### src/bdcr_pkg.sv
// Shared types and constants for the button debounce and change report block.
// Used by the channel interfaces, the state core and the top level.
`timescale 1ns / 1ps
`default_nettype none

package bdcr_pkg;

    // Number of button lines and width of the per-button stable counter
    localparam int BUTTONS = 3;
    localparam int CNT_W   = 8;

    // Threshold after reset and the saturation value of a counter
    localparam logic [CNT_W-1:0] THR_RESET = CNT_W'(4);
    localparam logic [CNT_W-1:0] CNT_MAX   = {CNT_W{1'b1}};

    // Item kinds
    typedef enum logic [1:0] {
        MODE_POLL  = 2'd0,
        MODE_READ  = 2'd1,
        MODE_CLEAR = 2'd2,
        MODE_NOP   = 2'd3
    } mode_t;

    // One result item
    typedef struct packed {
        logic [BUTTONS-1:0] debounced_state;
        logic [BUTTONS-1:0] reported_mask;
        logic               any_changed;
        logic               irq_pending;
    } result_t;

endpackage : bdcr_pkg

`default_nettype wire

### src/bdcr_in_if.sv
// Input channel: valid/ready handshake carrying one item (mode and raw buttons).
// Depends on bdcr_pkg.
`timescale 1ns / 1ps
`default_nettype none

interface bdcr_in_if
    import bdcr_pkg::*;
();
    logic               valid;
    logic               ready;
    mode_t              mode;
    logic [BUTTONS-1:0] raw_buttons;

    modport source (output valid, output mode, output raw_buttons, input ready);
    modport sink   (input valid, input mode, input raw_buttons, output ready);
endinterface : bdcr_in_if

`default_nettype wire

### src/bdcr_out_if.sv
// Output channel: valid/ready handshake carrying one result item.
// Depends on bdcr_pkg.
`timescale 1ns / 1ps
`default_nettype none

interface bdcr_out_if
    import bdcr_pkg::*;
();
    logic               valid;
    logic               ready;
    logic [BUTTONS-1:0] debounced_state;
    logic [BUTTONS-1:0] reported_mask;
    logic               any_changed;
    logic               irq_pending;

    modport source (output valid, output debounced_state, output reported_mask,
                    output any_changed, output irq_pending, input ready);
    modport sink   (input valid, input debounced_state, input reported_mask,
                    input any_changed, input irq_pending, output ready);
endinterface : bdcr_out_if

`default_nettype wire

### src/bdcr_cfg_if.sv
// Configuration write channel: valid/ready handshake carrying the threshold.
// Depends on bdcr_pkg.
`timescale 1ns / 1ps
`default_nettype none

interface bdcr_cfg_if
    import bdcr_pkg::*;
();
    logic             valid;
    logic             ready;
    logic [CNT_W-1:0] debounce_threshold;

    modport source (output valid, output debounce_threshold, input ready);
    modport sink   (input valid, input debounce_threshold, output ready);
endinterface : bdcr_cfg_if

`default_nettype wire

### src/button_debounce_change_report.sv
// Button debounce with change report: input register, state core, result register.
// An accepted item passes from the input register through the state core into the result register, which offers it.
// Throughput: one item per cycle; the input and result registers form a pipeline
// that keeps accepting while a result waits, as long as the result stage drains.
// Reset (rst_n, asynchronous, active low): all state zero, threshold 4, both stages empty.
// Depends on bdcr_pkg, bdcr_in_if, bdcr_out_if, bdcr_cfg_if and bdcr_core.
`timescale 1ns / 1ps
`default_nettype none

module button_debounce_change_report
    import bdcr_pkg::*;
(
    input  wire logic   clk,
    input  wire logic   rst_n,
    bdcr_in_if.sink     in_ch,
    bdcr_out_if.source  out_ch,
    bdcr_cfg_if.sink    cfg_ch
);

    logic               in_valid_reg;
    mode_t              mode_reg;
    logic [BUTTONS-1:0] raw_reg;
    logic               out_valid_reg;
    result_t            out_reg;
    result_t            res;
    logic               advance;

    // Item moves from the input register into the result register
    assign advance      = in_valid_reg && (!out_valid_reg || out_ch.ready);
    assign in_ch.ready  = !in_valid_reg || advance;
    assign cfg_ch.ready = 1'b1;

    // Input stage
    always_ff @(posedge clk or negedge rst_n)
    begin
        if (!rst_n)
        begin
            in_valid_reg <= 1'b0;
        end
        else if (in_ch.ready)
        begin
            in_valid_reg <= in_ch.valid;
        end
    end

    always_ff @(posedge clk)
    begin
        if (in_ch.valid && in_ch.ready)
        begin
            mode_reg <= in_ch.mode;
            raw_reg  <= in_ch.raw_buttons;
        end
    end

    // State update
    bdcr_core u_core (
        .clk      (clk),
        .rst_n    (rst_n),
        .step     (advance),
        .mode     (mode_reg),
        .raw      (raw_reg),
        .cfg_we   (cfg_ch.valid && cfg_ch.ready),
        .cfg_data (cfg_ch.debounce_threshold),
        .res      (res)
    );

    // Result stage
    always_ff @(posedge clk or negedge rst_n)
    begin
        if (!rst_n)
        begin
            out_valid_reg <= 1'b0;
        end
        else if (advance)
        begin
            out_valid_reg <= 1'b1;
        end
        else if (out_ch.ready)
        begin
            out_valid_reg <= 1'b0;
        end
    end

    always_ff @(posedge clk)
    begin
        if (advance)
        begin
            out_reg <= res;
        end
    end

    assign out_ch.valid           = out_valid_reg;
    assign out_ch.debounced_state = out_reg.debounced_state;
    assign out_ch.reported_mask   = out_reg.reported_mask;
    assign out_ch.any_changed     = out_reg.any_changed;
    assign out_ch.irq_pending     = out_reg.irq_pending;

    // Only a read reports a mask
    a_mask_only_on_read: assert property (@(posedge clk) disable iff (!rst_n)
        advance && (mode_reg != MODE_READ) |=> out_ch.reported_mask == '0)
        else $error("reported mask set by an item that is not a read");

    // Clear leaves nothing debounced and nothing pending
    a_clear_zeroes: assert property (@(posedge clk) disable iff (!rst_n)
        advance && (mode_reg == MODE_CLEAR)
        |=> (out_ch.debounced_state == '0) && !out_ch.irq_pending)
        else $error("clear left state behind");

    // A flip always raises the pending flag
    a_flip_pends: assert property (@(posedge clk) disable iff (!rst_n)
        advance && res.any_changed |-> res.irq_pending)
        else $error("debounced bit flipped without pending flag");

    // A transfer into a full input stage must be drained in the same cycle
    a_in_stage: assert property (@(posedge clk) disable iff (!rst_n)
        in_ch.valid && in_ch.ready && in_valid_reg |-> advance)
        else $error("input stage overwritten");

endmodule : button_debounce_change_report

`default_nettype wire

### src/bdcr_core.sv
// Debounce state core: candidate word, per-button counters, debounced and
// last-read bits, change mask and pending flag. Depends on bdcr_pkg.
`timescale 1ns / 1ps
`default_nettype none

module bdcr_core
    import bdcr_pkg::*;
(
    input  wire logic               clk,
    input  wire logic               rst_n,
    input  wire logic               step,
    input  wire mode_t              mode,
    input  wire logic [BUTTONS-1:0] raw,
    input  wire logic               cfg_we,
    input  wire logic [CNT_W-1:0]   cfg_data,
    output result_t                 res
);

    logic [CNT_W-1:0]   thr_reg;
    logic [BUTTONS-1:0] deb_reg,  deb_next;
    logic [BUTTONS-1:0] last_reg, last_next;
    logic [BUTTONS-1:0] pend_reg, pend_next;
    logic               flag_reg, flag_next;
    logic [BUTTONS-1:0] cand_reg, cand_next;
    logic [CNT_W-1:0]   cnt_reg  [BUTTONS];
    logic [CNT_W-1:0]   cnt_next [BUTTONS];
    logic [CNT_W-1:0]   cnt_inc  [BUTTONS];
    logic [BUTTONS-1:0] reported;
    logic               changed;

    // Saturating increment per button
    always_comb
    begin
        for (int i = 0; i < BUTTONS; i++)
        begin
            cnt_inc[i] = (cnt_reg[i] == CNT_MAX) ? cnt_reg[i] : cnt_reg[i] + CNT_W'(1);
        end
    end

    // Next state for one item
    always_comb
    begin
        deb_next  = deb_reg;
        last_next = last_reg;
        pend_next = pend_reg;
        flag_next = flag_reg;
        cand_next = cand_reg;
        cnt_next  = cnt_reg;
        reported  = '0;
        changed   = 1'b0;
        case (mode)
            MODE_POLL:
            begin
                if (raw != cand_reg)
                begin
                    // new candidate word restarts every count
                    cand_next = raw;
                    for (int i = 0; i < BUTTONS; i++)
                    begin
                        cnt_next[i] = '0;
                    end
                end
                else
                begin
                    for (int i = 0; i < BUTTONS; i++)
                    begin
                        if (raw[i] != deb_reg[i])
                        begin
                            if (cnt_inc[i] >= thr_reg)
                            begin
                                deb_next[i]  = ~deb_reg[i];
                                pend_next[i] = 1'b1;
                                flag_next    = 1'b1;
                                cnt_next[i]  = '0;
                                changed      = 1'b1;
                            end
                            else
                            begin
                                cnt_next[i] = cnt_inc[i];
                            end
                        end
                        else
                        begin
                            cnt_next[i] = '0;
                        end
                    end
                end
            end
            MODE_READ:
            begin
                // hand out the mask, then re-arm on any unread difference
                reported  = pend_reg;
                pend_next = deb_reg ^ last_reg;
                flag_next = (deb_reg != last_reg);
                last_next = deb_reg;
            end
            MODE_CLEAR:
            begin
                deb_next  = '0;
                last_next = '0;
                pend_next = '0;
                flag_next = 1'b0;
                cand_next = '0;
                for (int i = 0; i < BUTTONS; i++)
                begin
                    cnt_next[i] = '0;
                end
            end
            default:
            begin
            end
        endcase
    end

    // Result of the item as it leaves the core
    always_comb
    begin
        res.debounced_state = deb_next;
        res.reported_mask   = reported;
        res.any_changed     = changed;
        res.irq_pending     = flag_next;
    end

    // State registers
    always_ff @(posedge clk or negedge rst_n)
    begin
        if (!rst_n)
        begin
            thr_reg  <= THR_RESET;
            deb_reg  <= '0;
            last_reg <= '0;
            pend_reg <= '0;
            flag_reg <= 1'b0;
            cand_reg <= '0;
            for (int i = 0; i < BUTTONS; i++)
            begin
                cnt_reg[i] <= '0;
            end
        end
        else
        begin
            if (cfg_we)
            begin
                thr_reg <= cfg_data;
            end
            if (step)
            begin
                deb_reg  <= deb_next;
                last_reg <= last_next;
                pend_reg <= pend_next;
                flag_reg <= flag_next;
                cand_reg <= cand_next;
                cnt_reg  <= cnt_next;
            end
        end
    end

endmodule : bdcr_core

`default_nettype wire
### src/flat_wrapper.sv
// flat-port wrapper written by rule: the top's interface ports become plain ports
module button_debounce_change_report_flat import bdcr_pkg::*;
  (clk, rst_n, in_ch_valid, in_ch_mode, in_ch_raw_buttons, in_ch_ready, out_ch_valid, out_ch_debounced_state, out_ch_reported_mask, out_ch_any_changed, out_ch_irq_pending, out_ch_ready, cfg_ch_valid, cfg_ch_debounce_threshold, cfg_ch_ready);
  bdcr_in_if in_ch_i ();
  bdcr_out_if out_ch_i ();
  bdcr_cfg_if cfg_ch_i ();
  input  wire logic clk;
  input  wire logic rst_n;
  input wire logic [$bits(in_ch_i.valid)-1:0] in_ch_valid;
  input wire logic [$bits(in_ch_i.mode)-1:0] in_ch_mode;
  input wire logic [$bits(in_ch_i.raw_buttons)-1:0] in_ch_raw_buttons;
  output wire logic [$bits(in_ch_i.ready)-1:0] in_ch_ready;
  output wire logic [$bits(out_ch_i.valid)-1:0] out_ch_valid;
  output wire logic [$bits(out_ch_i.debounced_state)-1:0] out_ch_debounced_state;
  output wire logic [$bits(out_ch_i.reported_mask)-1:0] out_ch_reported_mask;
  output wire logic [$bits(out_ch_i.any_changed)-1:0] out_ch_any_changed;
  output wire logic [$bits(out_ch_i.irq_pending)-1:0] out_ch_irq_pending;
  input wire logic [$bits(out_ch_i.ready)-1:0] out_ch_ready;
  input wire logic [$bits(cfg_ch_i.valid)-1:0] cfg_ch_valid;
  input wire logic [$bits(cfg_ch_i.debounce_threshold)-1:0] cfg_ch_debounce_threshold;
  output wire logic [$bits(cfg_ch_i.ready)-1:0] cfg_ch_ready;
  assign in_ch_i.valid = in_ch_valid;
  assign in_ch_i.mode = in_ch_mode;
  assign in_ch_i.raw_buttons = in_ch_raw_buttons;
  assign in_ch_ready = in_ch_i.ready;
  assign out_ch_valid = out_ch_i.valid;
  assign out_ch_debounced_state = out_ch_i.debounced_state;
  assign out_ch_reported_mask = out_ch_i.reported_mask;
  assign out_ch_any_changed = out_ch_i.any_changed;
  assign out_ch_irq_pending = out_ch_i.irq_pending;
  assign out_ch_i.ready = out_ch_ready;
  assign cfg_ch_i.valid = cfg_ch_valid;
  assign cfg_ch_i.debounce_threshold = cfg_ch_debounce_threshold;
  assign cfg_ch_ready = cfg_ch_i.ready;
  button_debounce_change_report u_core (.clk(clk), .rst_n(rst_n), .in_ch(in_ch_i), .out_ch(out_ch_i), .cfg_ch(cfg_ch_i));
endmodule
### config.mk
export PLATFORM = sky130hd
export DESIGN_NAME = button_debounce_change_report_flat
export DESIGN_NICKNAME = d
export VERILOG_FILES = /design/src/bdcr_pkg.sv /design/src/bdcr_in_if.sv /design/src/bdcr_out_if.sv /design/src/bdcr_cfg_if.sv /design/src/button_debounce_change_report.sv /design/src/bdcr_core.sv /design/src/flat_wrapper.sv
export SDC_FILE = /design/constraint.sdc
export NUM_CORES = 1
export LEC_CHECK = 0
export ABC_AREA = 1
export BUFFER_PORTS_ARGS = -buffer_cell sky130_fd_sc_hd__buf_4
export CAP_MARGIN = 40
export CORE_MARGIN = 4
export CORE_UTILIZATION = 40
export DETAILED_ROUTE_END_ITERATION = 7
export PLACE_DENSITY = 0.57
export SKIP_LAST_GASP = 1
export SLEW_MARGIN = 20
export SYNTH_ARGS = -nofsm -noshare
export SYNTH_HDL_FRONTEND = slang
export SYNTH_SLANG_ARGS = --single-unit
### constraint.sdc
create_clock -name clk -period 7.45 [get_ports clk]
set_input_delay 0.3725 -clock clk [delete_from_list [all_inputs] [get_ports clk]]
set_output_delay 0.3725 -clock clk [all_outputs]
set_load 0.02 [all_outputs]
# Yosys cells after proc, flatten, opt, wreduce, memory -nomap -nowiden
# Cells that the tools add are included.
# classes
add_sub_neg	3
order_cmp	3
eq_ne	18
muxes	46
bitwise	5
n_reduce_logical	18
# op_table
op	count
8-bit two-way mux	9
24-bit one-hot mux with 2 select lines	1
1-bit two-way mux	27
8-bit by 1-bit adder with 8-bit output, second input constant	3
8-bit == test, second input constant	3
8-bit >= comparator	3
24-bit two-way mux	1
3-bit one-hot mux with 2 select lines	3
2-bit inequality test, second input constant	8
5-bit AND reduction	3
3-bit two-way mux	3
3-bit one-hot mux with 3 select lines	1
3-bit inequality test	2
2-bit nonzero test	3
1-bit inverter	4
2-bit AND reduction	2
1-bit inequality test	3
1-bit one-hot mux with 3 select lines	1
3-bit AND reduction	1
3-bit nonzero test	1
3-bit XOR	1
2-bit by 1-bit == test with 1-bit output, second input constant	1
2-bit == test, second input constant	1
1-bit logical AND	2
4 further kinds	6
# word_totals
reg_bits	60
input_bits	18
out_inout_bits	11
elab_cells	112

# Depth between registers and ports, before layout
# depth
depth_word	11
ltp_mapped	22

# Cells and area by module
# From an unflattened synthesis, not the netlist that was laid out.
# hier_totals
hier_cells	451
hier_area_um2	3692.3
# modules_own_cells
module	n_inst	cells_per_inst	area_each_um2	seq_area_each_um2
bdcr_core	1	424	3195.6	1127.3
button_debounce_change_report	1	27	496.7	440.4

# Worst setup path before layout
# Ideal clock, no wire load.
# synth_timing
path_type	register to register
from	register u_core.u_core.cnt_reg[8] (netlist name)
to	register u_core.out_reg (netlist bit u_core.out_ch.irq_pending) (data pin)
setup_time_ns	0.263
arrival_time_ns	2.142
required_ns	7.187
setup_slack_ns	5.045
path_stages_with_launch	18
path_buffers	0
synth_period_minus_slack_ns	2.405
cell_sequence	dfrtp_1 > ha_1 > nand2_1 > inv_2 > nand3_2 > nor2_4 > nand2_4 > nand2_1 > xor2_1 > inv_1 > ha_1 > a21oi_1 > o21a_1 > nand2_1 > nand2_1 > nand3_1 > nand2_1 > a22oi_1
# synth_rtl
element	line	text
from (decl)	bdcr_core.sv:25	logic [CNT_W-1:0] cnt_reg [BUTTONS];
from (signal assigned)	bdcr_core.sv:153	cnt_reg <= cnt_next;
to (signal assigned)	button_debounce_change_report.sv:88	out_reg <= res;
to (decl)	button_debounce_change_report.sv:24	result_t out_reg;

==> results_dict.tcl <==
set metrics [dict create \
    leakagePower_nw 2.249 \
    finalMaxSlewViolations 0 \
    fin_skew_ns 0.01098 \
    antenna_left 0 \
    ys_ff_latch 60 \
    mostFrequentLayoutCell "nand2_1" \
    ir_worst_vdd_v 0.0001158 \
    vias 2963 \
    dpl_cell_area_um2 4140 \
    avgSynthCellArea_um2 8.405 \
    power_frac_seq_pct 43.9 \
    clk_pin_slew_worst_paths_ns 0.07 \
    layout_setup_ws_ns 4.696 \
    hpwl_um 5861 \
    rows 35 \
    power.density_nw_per_um2 215.4 \
    dr.pass1.iters 4 \
    antenna_found_initial 0 \
    maxSlewHeadroom_pct 56.94 \
    area_growth_pct 15.15 \
    synthCells 450 \
    crit_path_start_kind "flip-flop" \
    grt_usage_pct 15.28 \
    max_freq_mhz 363.1 \
    diodes 0 \
    die_y_um 105.2 \
    grt_pass1_wl_um 13540 \
    crit_path_top_delay_cell "dfrtp_1" \
    cts_tree "yes" \
    hp-class "in -> async" \
    cts_made_buffers 9 \
    hold_violations 0 \
    ctsResizeCount 0 \
    finalWirelength_um 7885 \
    synth-edff-count 13 \
    cts_root_buffer "clkbuf_8" \
    p_int_mw 0.6530 \
    gp_congestion 0.7696 \
    ff2ff_path_depth 18 \
    fp.dieW_um 105.2 \
    fin_area_um2 4355 \
    clk-insertion-delay-late_ns 0.34 \
    r2r_slack_ns 4.70 \
    rsz0062_at_grt "no" \
    maxCapViolCount 0 \
    postCtsSetupBuffers 0 \
    die_area_um2 11080 \
    tightestPinTransition_ns 0.6459 \
    async_flop_share_pct 78.33 \
    pre_cts_slack_ns 4.730 \
    cp_slowest_stage_delay_ns 0.38 \
    path_cells "ha_1 > nand3_2 > nor2_4 > nand4_4 > nand2_1 > xor2_1 > inv_1 > ha_1 > nand2_1 > nor2_1 > nor2_1 > nand2_1 > nand2_1 > nand2_1 > nand2_1 > nand3_1 > nand2_1 > a22oi_1" \
    largest_reg_flops 24 \
    drc 0 \
    startpoint "u_core.u_core.cnt_reg[16]$_DFFE_PN0P_" \
    power.switching_mw 0.2853 \
    syn_nets 499 \
    r2r_start "u_core.u_core.cnt_reg[16]$_DFFE_PN0P_" \
    core_um2 9240 \
    p_clk_share_pct 34.6 \
    ys_seq_area_share_pct 41.45 \
    start_util_pct 40.93 \
    grt_max_degree 48 \
    drtIter0Drc 104 \
    tns_ns 0 \
    yosys_warnings 0 \
    layout-drive-gt1-share_pct 16.12 \
    crit_path_max_fanout 6 \
    status "finished clean" \
    switching_share_pct 30.40 \
    netlist_area_um2 3782 \
    io_pins 29 \
    r2r-end "u_core.out_ch.irq_pending$_DFFE_PP_" \
    ys_types 41 \
    vias_per_cell 4.787 \
    cp-end-kind "flip-flop" \
    drt-wirelength-per-cell_um 12.74 \
    crit_type "reg -> reg" \
    setup-violations-final 0 \
    cts_htree_levels 3 \
    grt_overflow 0 \
    synth_ff_type "dfrtp_1" \
    path_common_cell "nand2_1" \
    clockBufferDepth 2 \
    io_buffer_count 27 \
    critical_path_required_ns 7.53 \
    finalCriticalPeriod_ns 2.754 \
    cts_sinks 60 \
    p_comb_share_pct 21.5 \
    arrival_ns 2.83 \
    holdBufCountCts 0 \
    mostFrequentLayoutCells "nand2_1 (106), inv_1 (76), dfrtp_1 (46)" \
    fillCellCount 879 \
    fin_crit_sh_pct 36.97 \
    nets 534 \
    grt_pass1_vias 2842 \
]
==> cells by family after synthesis <==
group	Yosys count	synth area share (%)
AND/OR/NAND/NOR	169	21.63
AO/OA/AOI/OAI	82	12.77
adder cells (fa/ha/maj)	31	10.25
buffers and inverters	88	8.931
multiplexers	1	0.2977
XOR/XNOR	18	4.565
other	1	0.09914
flip-flops	60	41.45
==> per-stage QoR <==
| step | instances | utilization [%] | total power [mW] | hold slack, ns |
|---|---|---|---|---|
| 3_3_place_gp | 602 | 44.64 | 0.6149 | 0.4502 |
| 3_5_place_dp | 603 | 44.81 | 0.6210 | 0.4533 |
| 5_1_grt | 619 | 47.14 | 0.9980 | 0.1092 |
| 6_report | 619 | 47.14 | 0.9383 | 0.05543 |
| 2_1_floorplan | 450 | - | 0.5562 | 0.07691 |
| 4_1_cts | 619 | 47.14 | 0.9489 | 0.07974 |
==> critical path: cells and delay by family (launching register included) <==
family,cells,cell delay (ns)
flops,1,0.38
buf+inv,1,0.07
xor+xnor,1,0.22
simple gates,13,1.25
compound gates,1,0.07
fa+ha+maj,2,0.48
==> cell usage after synthesis (2+ instances only) <==
library cell | n | share of area (%)
nand3_2 | 7 | 1.9
nand4_1 | 2 | 0.33
xnor2_1 | 4 | 0.93
nand2_1 | 106 | 11
xor2_2 | 2 | 0.86
dfrtp_1 | 46 | 30
a22o_1 | 3 | 0.69
nor2_4 | 2 | 0.60
nand3b_1 | 3 | 0.60
nand3_1 | 16 | 2.1
o21ai_0 | 29 | 3.8
edfxtp_1 | 13 | 10
nor3_1 | 3 | 0.40
o21a_1 | 3 | 0.60
nand2_4 | 3 | 0.89
a21oi_1 | 15 | 2.0
inv_2 | 7 | 0.69
inv_1 | 76 | 7.5
xor2_1 | 12 | 2.8
o21ai_1 | 10 | 1.3
nor3_2 | 3 | 0.79
o21ai_2 | 4 | 0.93
nor2_1 | 19 | 1.9
buf_2 | 2 | 0.26
ha_1 | 31 | 10
o22ai_1 | 14 | 2.3
==> power by group through the flow <==
stage / registers (mW) / clock network [mW] / logic (mW)
2_1_floorplan: 0.420 / 0 / 0.136
3_3_place_gp: 0.417 / 0 / 0.198
3_5_place_dp: 0.418 / 0 / 0.203
4_1_cts: 0.412 / 0.334 / 0.203
5_1_grt: 0.417 / 0.348 / 0.233
6_report: 0.412 / 0.325 / 0.202
==> worst max path at each step <==
stage | end | cells past startpoint
floorplan | u_core.out_ch.irq_pending$_DFFE_PP_ | 17
global placement | u_core.out_ch.irq_pending$_DFFE_PP_ | 18
detailed placement | u_core.out_ch.irq_pending$_DFFE_PP_ | 18
CTS | u_core.out_ch.irq_pending$_DFFE_PP_ | 18
global route | u_core.out_ch.debounced_state[0]$_DFFE_PP_ | 18
finish | u_core.out_ch.irq_pending$_DFFE_PP_ | 18
==> final cells by class <==
| cell class | count | area (um2) | area share, % |
|---|---|---|---|
| Sequential cell | 60 | 1568 | 36.00 |
| Inverter | 84 | 316.6 | 7.268 |
| Timing Repair Buffer | 28 | 217.7 | 4.999 |
| Clock buffer | 10 | 137.6 | 3.160 |
| Multi-Input combinational cell | 302 | 1877 | 43.09 |
| Tap cell | 129 | 161.4 | 3.706 |
| Clock inverter | 6 | 77.57 | 1.781 |
==> metal layers <==
metal	track usage (%)	routed length, um	vias to the layer above	share of wire (%)
met5	0	0	-	0
met2	24.27	3645	42	46
met4	5.061	99	0	1.3
met3	3.491	234	7	3.0
li1	-	-	1540	-
met1	20.59	3906	1374	50
Power figures use the tool's default switching activity.
